===== config.mk =====
export PLATFORM = sky130hd
export DESIGN_NAME = ptb_cmd_fifo
export DESIGN_NICKNAME = d
export VERILOG_FILES = /design/src/rtl/core/ptb_pkg.sv /design/src/rtl/core/ptb_cmd_fifo.sv
export SDC_FILE = /design/constraint.sdc
export NUM_CORES = 1
export LEC_CHECK = 0
export BUFFER_PORTS_ARGS = -buffer_cell sky130_fd_sc_hd__clkbuf_2
export CORE_MARGIN = 2
export CORE_UTILIZATION = 35
export CTS_CLUSTER_DIAMETER = 150
export DETAILED_ROUTE_END_ITERATION = 8
export GPL_TIMING_DRIVEN = 0
export SLEW_MARGIN = 20
export SYNTH_ARGS = -nofsm -noshare
export SYNTH_HDL_FRONTEND = slang
export SYNTH_SLANG_ARGS = --single-unit

===== constraint.sdc =====
create_clock -name clk -period 3.26 [get_ports clk]
set_input_delay 0.652 -clock clk [delete_from_list [all_inputs] [get_ports clk]]
set_output_delay 0.652 -clock clk [all_outputs]
set_load 0.02 [all_outputs]

===== src/rtl/core/ptb_pkg.sv =====
// -----------------------------------------------------------------------------
// ptb_pkg
// Types and constants for the periodic timer bank.
// -----------------------------------------------------------------------------
`default_nettype none

package ptb_pkg;

  localparam int DEF_NSLOTS = 16;
  localparam int SLOT_W     = 4;
  localparam int MS_W       = 24;
  localparam int TAG_W      = 32;
  localparam int TICK_W     = 21;
  localparam int TCNT_W     = 32;
  localparam int CMDQ_DEPTH = 2;
  localparam int CFG_IDX_W  = 1;

  localparam logic [MS_W-1:0] MIN_PERIOD_RESET = 24'd10;
  localparam logic [MS_W-1:0] MAX_PERIOD_RESET = 24'hFF_FFFF;

  // rounding offset and reciprocal of ten for (ms + 5) / 10
  localparam logic [MS_W:0] ROUND_ADD   = 25'd5;
  localparam logic [31:0]   RECIP10     = 32'hCCCC_CCCD;
  localparam int            RECIP_SHIFT = 35;

  localparam logic [1:0] OP_TICK  = 2'd0;
  localparam logic [1:0] OP_REG   = 2'd1;
  localparam logic [1:0] OP_UNREG = 2'd2;

  localparam logic [CFG_IDX_W-1:0] REG_MIN_PERIOD = 1'b0;
  localparam logic [CFG_IDX_W-1:0] REG_MAX_PERIOD = 1'b1;

  typedef enum logic [1:0] {
    CMD_TICK,
    CMD_REG,
    CMD_UNREG
  } cmd_kind_t;

  typedef struct packed {
    cmd_kind_t          kind;
    logic [SLOT_W-1:0]  slot;
    logic [TICK_W-1:0]  ticks;
    logic [TAG_W-1:0]   tag;
  } cmd_t;

  typedef enum logic {
    BK_IDLE,
    BK_WALK
  } back_state_t;

endpackage

`default_nettype wire


===== src/rtl/core/ptb_cmd_fifo.sv =====
// -----------------------------------------------------------------------------
// ptb_cmd_fifo
// Short command queue between the intake and the slot engine.
// -----------------------------------------------------------------------------
`default_nettype none

module ptb_cmd_fifo import ptb_pkg::*; (
  input  wire logic clk,
  input  wire logic rst,
  input  wire logic push,
  input  cmd_t      push_data,
  output logic      full,
  input  wire logic pop,
  output cmd_t      pop_data,
  output logic      empty
);

  localparam int PW = (CMDQ_DEPTH > 1) ? $clog2(CMDQ_DEPTH) : 1;
  localparam int CW = $clog2(CMDQ_DEPTH + 1);

  cmd_t          entries [CMDQ_DEPTH];
  logic [PW-1:0] wr_ptr;
  logic [PW-1:0] rd_ptr;
  logic [CW-1:0] count;
  logic          do_push;
  logic          do_pop;

  assign full     = count == CW'(CMDQ_DEPTH);
  assign empty    = count == '0;
  assign do_push  = push && !full;
  assign do_pop   = pop && !empty;
  assign pop_data = entries[rd_ptr];

  always_ff @(posedge clk) begin
    if (rst) begin
      wr_ptr <= '0;
      rd_ptr <= '0;
      count  <= '0;
    end else begin
      if (do_push) begin
        wr_ptr <= (wr_ptr == PW'(CMDQ_DEPTH - 1)) ? '0 : wr_ptr + 1'b1;
      end
      if (do_pop) begin
        rd_ptr <= (rd_ptr == PW'(CMDQ_DEPTH - 1)) ? '0 : rd_ptr + 1'b1;
      end
      if (do_push && !do_pop) begin
        count <= count + 1'b1;
      end else if (do_pop && !do_push) begin
        count <= count - 1'b1;
      end
    end
  end

  always_ff @(posedge clk) begin
    if (do_push) begin
      entries[wr_ptr] <= push_data;
    end
  end

endmodule

`default_nettype wire


==> results.tsv, run 1 <==
metric	value	unit
status	finished, final reports clean	
hpwl	5126	microns
timing.rr.end	entries[0][32]	
cp.required	2.61	ns
grt_pass1_wl	11720	microns
syn_avg_cell_area	21.43	sq um
post_drt_via_cell_ratio	4.453	
whs_endpoint	entries[1][46]	
wl_met2	3826	microns
port-buffer-count	123	
slowest_stage	mux2_2	
rsz0062_at_grt	no	
synthCells	209	
critPathArrivalTime	1.68	ns
yosysUniqueCellTypes	14	
post-place-cells	506	
hold_path.class	in -> reg	
critPathMostFrequentCell	buf_6	
drc_errors	0	
top_layer	met4	
tightest_slew	0.4524	ns
final_core_util	46.69	%
finalClockSkew	0.006072	ns
place_area	5355	sq um
hold_start	push_data[46]	
async_flop_share	0	%
die_area	13720	sq um
ys.flop_type	edfxtp_1	
synth_top_cell_by_area	edfxtp_1	
fp.dieW	117.1	microns
min_period_over_period	71.39	%
cts_resized	0	
wl_met3	712	microns
cp_max_fo	10	
setup_violations	0	
worstSetupPathType	reg -> out	
antenna_cells	0	
path_cells	buf_6 -> buf_6 -> buf_6 -> mux2_2 -> clkbuf_2	
start_kind	flip-flop	
postCtsHoldBufs	0	
power.total	4965	uW
grt.overflow.total	0	
slew_viol_final	0	
critPathCaptureType	output pin	
synth.top_cell.area_share	79.11	%
netlist_area	4479	sq um
post_cts_buffers	0	
start_util	35.64	%
place_congestion	0.6478	
nNetsFinal	417	
vias	2387	
core_area	12570	sq um
cellPowerDensity	846.0	nW/um^2
cts.clk_slew.worst_paths	0.05	ns
whs_path_depth	1	
antenna_found_initial	0	
routedWlPerCell	14.50	microns
wl_met1	3096	microns
synth_area_leaders	edfxtp_1 79%, mux2_2 15%, dfxtp_1 2.2%	
max_freq	429.7	MHz
routed_wl	7774	microns
slowest_delay	0.35	ns
period_needed	2.327	ns
htree_levels	4	
synth.net_count	273	
rr_startpoint	count[0]	
grtUsageTotal	11.98	%
clk_latency	0.41	ns
die_y	117.1	microns
clockBufferDepth	2	
grt_pass1_vias	2402	
fillers	1118	
firstDrtPassIters	4	
synth_edf_count	118	
synth_common_cells	118 x edfxtp_1, 59 x mux2_2, 5 x dfxtp_1, 5 x nor2_1, 4 x buf_2	
clkSinkCount	123	
synth_most_common_cell	edfxtp_1	
row_count	41	
ctsRootBufferMaster	clkbuf_16	
grt_max_degree	33	
io_pins	124	
ff2ff_path_depth	4	
cp_num_buf_inv	4	
design_area	5868	sq um
drv_cap	0	
path_delay_family	buffers and inverters	
hold_viol	0	
drive_above_1_share	60.44	%
ys_seq_elements	123	
r2r_slack	1.44	ns
antenna_left	0	
leakage	0.002242	uW
synth.yosys.seq_area_share	81.34	%
yosys_warnings	0	
ir_drop	0.0004571	V
numCtsBuffers	17	
maxSlewHeadroom	69.84	%
synthToLayoutAreaGrowth	31.01	%
fin_cells	536	
cts_tree	done	
first_iter_violations	84	
registers in the layout (all words and copies together), names as in the netlist, named ones only:
| register | count |
|---|---|
| count | 2 |
| wr_ptr | 1 |
| rd_ptr | 1 |
| entries | 118 |
worst register-to-register path, delay by kind of cell (launching register included):
family                 cells  cell delay [ns]
flip-flops                 1             0.42
AND/OR/NAND/NOR            2             0.45
buffers and inverters      2             0.59
how the worst max path moves through the flow:
| stage | depth (start not counted) | from | end |
|---|---|---|---|
| final | 5 | flip-flop | pop_data[30] |
| after global placement | 4 | push | entries[1][5] |
| after CTS | 5 | flip-flop | pop_data[30] |
| after floorplan | 3 | push | entries[1][0] |
| after detailed placement | 5 | push | entries[0][28] |
| after global routing | 5 | flip-flop | pop_data[31] |
metrics by stage:
step | setup TNS (ns) | setup WS (ns) | hold WS [ns]
floorplan | 0 | 0.6008 | 0.4516
global placement | -30.94 | -0.3621 | 0.4732
detailed placement | 0 | 1.095 | 0.4939
CTS | 0 | 0.8716 | 0.4079
global route | 0 | 0.8366 | 0.4045
finish | 0 | 0.9328 | 0.4315
cell families after synthesis:
logic type / after synthesis / synth area share (%)
muxes: 59 / 14.83
DFF: 123 / 81.34
AOI/OAI and AO/OA: 5 / 0.5586
buffers and inverters: 9 / 1.369
adders and majority gates: 1 / 0.2793
and+or+nand+nor: 9 / 1.034
xor gates and xnor gates: 3 / 0.5867
cells in the final DEF, fill, tap and decap left out, drive strengths merged, types with 2 or more instances in the layout:
master  synthesis  final
xor2            3      3
clkinv          0     10
edfxtp        118    118
inv             2      2
or3             2      2
buf             7      9
o21ai           3      3
dfxtp           5      5
mux2           59     59
nor2            5      5
clkbuf          0    141
a21oi           2      2
per-layer routing:
| metal | up-vias | GRT usage, % |
|---|---|---|
| li1 | 1110 | - |
| met1 | 1174 | 12.42 |
| met2 | 88 | 19.34 |
| met3 | 15 | 7.467 |
| met4 | 0 | 5.412 |
| met5 | - | 0 |
power breakdown:
group          total, uW  internal (uW)  switching [uW]
Clock               1620           1020             607
Sequential          2040           1990            51.7
Combinational       1300            526             776
Total               4960           3530            1440
final cells by class:
type                    count  area (sq um)  area share [%]
flip-flops and latches    123          3643           62.09
multi-input cells          77         777.0           13.24
repair buffers            125         655.6           11.17
clock buffers              18         429.2           7.313
well taps                 172         215.2           3.667
clock inverters            12         83.83           1.429
plain buffers               7         53.80          0.9168
inverters                   2         10.01          0.1706
Note: power is estimated with default switching activity, not from simulation.
==> run 2: changes to the inputs <==
Settings changed: ABC_AREA from default to 1.
Clock period 3.26 ns to 1.9 ns, I/O delays scaled along.
==> run 2 against run 1 <==
Effect of this change: the run now ends with setup timing left; largest power group unchanged; clock skew increased by 0.0021 ns; sequential share of layout area decreased by 2.8 points; setup slack got worse by 0.95 ns; critical endpoint is now pop_data[43]; total power increased by 75%; critical path depth decreased by 1; global-route usage increased by 0.84 points.
==> results.tsv, run 2 <==
metric	value	unit	change
cts_tree	done		
worstSetupPathType	reg -> out		
syn_avg_cell_area	20.57	sq um	-4.0%
hold_viol	0		unchanged
firstDrtPassIters	6		+2
cellPowerDensity	1410	nW/um^2	+67%
start_kind	flip-flop		
ir_drop	0.0007592	V	+66%
period_needed	1.913	ns	
ctsRootBufferMaster	clkbuf_16		
place_congestion	0.6385		-1.4%
yosys_warnings	0		unchanged
die_area	13910	sq um	+1.4%
synthCells	221		+5.7%
nNetsFinal	432		+3.6%
antenna_left	0		unchanged
routed_wl	8296	microns	+6.7%
ys.flop_type	edfxtp_1		
clkSinkCount	123		unchanged
violations	setup timing		
hpwl	5541	microns	+8.1%
synth_edf_count	118		unchanged
async_flop_share	0	%	unchanged
slowest_delay	0.38	ns	+0.03 ns
core_area	12670	sq um	+0.82%
drv_cap	0		unchanged
maxSlewHeadroom	71.34	%	+1.5 points
cts.clk_slew.worst_paths	0.05	ns	about the same
largest_reg_flops	118		unchanged
min_period_over_period	100.7	%	
mostFrequentLayoutCells	118 x edfxtp_1, 107 x clkbuf_2, 49 x mux2_2, 17 x clkbuf_16		
critPathCaptureType	output pin		
numCtsBuffers	17		unchanged
row_count	41		unchanged
power.total	8671	uW	+75%
vias	2440		+2.2%
cp.required	1.52	ns	-1.09 ns
synth_top_cell_by_area	edfxtp_1		
grt_pass1_wl	13340	microns	+14%
io_pins	124		unchanged
pre_cts_ws	0.1280	ns	-0.9673 ns
grt_pass1_vias	2644		+10%
fillers	1138		+1.8%
setup_violations	7		+7
slew_viol_final	0		unchanged
fp.dieW	118.0	microns	+0.71%
synth_most_common_cell	edfxtp_1		
post_drt_via_cell_ratio	4.412		-0.92%
status	complete, but fails checks		
first_iter_violations	93		+11%
start_util	35.87	%	+0.23 points
postCtsHoldBufs	0		unchanged
reg_top3	entries x118, count x2		
htree_levels	4		unchanged
yosysUniqueCellTypes	17		+3
drc_errors	0		unchanged
multiInputGateArea	829.5	sq um	+6.8%
clk_latency	0.41	ns	about the same
regMostFlops	entries		
leakage	0.002374	uW	+5.9%
grt_max_degree	26		-21%
antenna_found_initial	0		unchanged
die_y	118.0	microns	+0.71%
synthToLayoutAreaGrowth	35.26	%	
grtUsageTotal	12.83	%	+0.84 points
synth.yosys.seq_area_share	80.15	%	-1.2 points
regArea	3647	sq um	+0.10%
netlist_area	4546	sq um	+1.5%
synth.top_cell.area_share	77.95	%	-1.2 points
setup_slack	-0.01314	ns	-0.9459 ns
synth_common_cells	118 x edfxtp_1, 49 x mux2_2, 10 x mux2_4		
antenna_cells	0		unchanged
clockBufferDepth	2		unchanged
tightest_slew	0.4289	ns	-0.02359 ns
finalClockSkew	0.008131	ns	+0.002059 ns
slowest_stage	dfxtp_4		
ys_seq_elements	123		unchanged
max_freq	522.7	MHz	
synth_area_leaders	edfxtp_1 78%, mux2_2 12%, mux2_4 3.3%		
path_cells	buf_12 -> buf_12 -> mux2_2 -> buf_2		
cp_max_fo	9		-1
hold_path.class	in -> reg		
final_common_cell	edfxtp_1		
routedWlPerCell	15.00	microns	+3.4%
critPathArrivalTime	1.53	ns	-0.15 ns
port-buffer-count	123		unchanged
rsz0062_at_grt	yes		
grt.overflow.total	0		unchanged
synth.net_count	285		+4.4%
drive_above_1_share	58.53	%	-1.9 points
critPathMostFrequentCell	buf_12		
[run 2: changes by cell type in the layout (fill, tap and decap cells not counted), moves of 4 or more]
cell,before,now
nand2_1,0,4
buf_12,2,7
buf_4,0,4
buf_6,3,10
mux2_4,0,10
clkbuf_2,123,107
inv_1,1,9
mux2_2,59,49
[run 2: kinds of logic (layout without fill, tap and decap cells)]
kind of cell | count (synthesis) | count (layout) | synth area share, %
adders and majority gates | 1 | 1 | 0.2752
DFF | 123 | 123 | 80.15
and+or+nand+nor | 16 | 16 | 1.459
muxes | 59 | 59 | 15.44
buffers and inverters | 16 | 176 | 2.009
AOI/OAI and AO/OA | 6 | 6 | 0.6604
[run 2: through the flow]
stage | TNS [ns] | hold WS [ns] | util, % | instance area (sq um) | instances
global placement | -190.42 | 0.5008 | 42.47 | 5381 | 516
global route | -3.114 | 0.1386 | 48.52 | 6148 | 553
floorplan | -69.70 | 0.4789 | - | 4551 | 221
detailed placement | 0 | 0.5477 | 43.18 | 5472 | 520
CTS | -2.005 | 0.1359 | 47.93 | 6073 | 553
finish | -0.06778 | 0.1558 | 48.52 | 6148 | 553
[run 2: final cells by class]
| type | instances | area share [%] |
|---|---|---|
| clock inverter | 13 | 1.363 |
| sequential | 123 | 59.32 |
| timing repair buffer | 129 | 13.59 |
| clock buffer | 19 | 7.041 |
| tap | 172 | 3.500 |
| inverter | 9 | 0.5495 |
| buffer | 6 | 1.140 |
| multi-input combinational | 82 | 13.49 |
[run 2: power breakdown]
group	internal [uW]	leakage, uW	total [uW]	switching, uW
Sequential	3430	0.00114	3550	112
Clock	1750	0.000261	2800	1050
Combinational	1040	0.000971	2320	1280
Total	6230	0.00237	8670	2440
[run 2: critical path: cells and delay by family (launching register included)]
kind / cells / cell delay (ns)
buf+inv: 3 / 0.41
mux: 1 / 0.33
flops: 1 / 0.38
[run 2: final timing paths]
kind	startpoint	end	slack (ns)	cells past startpoint
max	flip-flop	pop_data[43]	-0.01	4
max reg2reg	count[1]	count[1]	0.27	9
min reg2reg	wr_ptr	wr_ptr	0.56	2
min	push_data[13]	entries[1][13]	0.16	1
[run 2: layer usage]
layer / vias to the layer above / global-route usage (%) / part of all wire (%)
met5: - / 0 / 0
met4: 0 / 7.003 / 2.3
met3: 20 / 5.766 / 6.0
met2: 82 / 21.00 / 51
met1: 1185 / 13.88 / 41
li1: 1153 / - / -
[run 2: what timing repair did]
| action | CTS | global route |
|---|---|---|
| setup buffers | 1 | 0 |
| setup endpoints to repair | 59 | 61 |
| gates resized for setup | 18 | 38 |
| cloned | 1 | 0 |
| pin swaps | 0 | 0 |
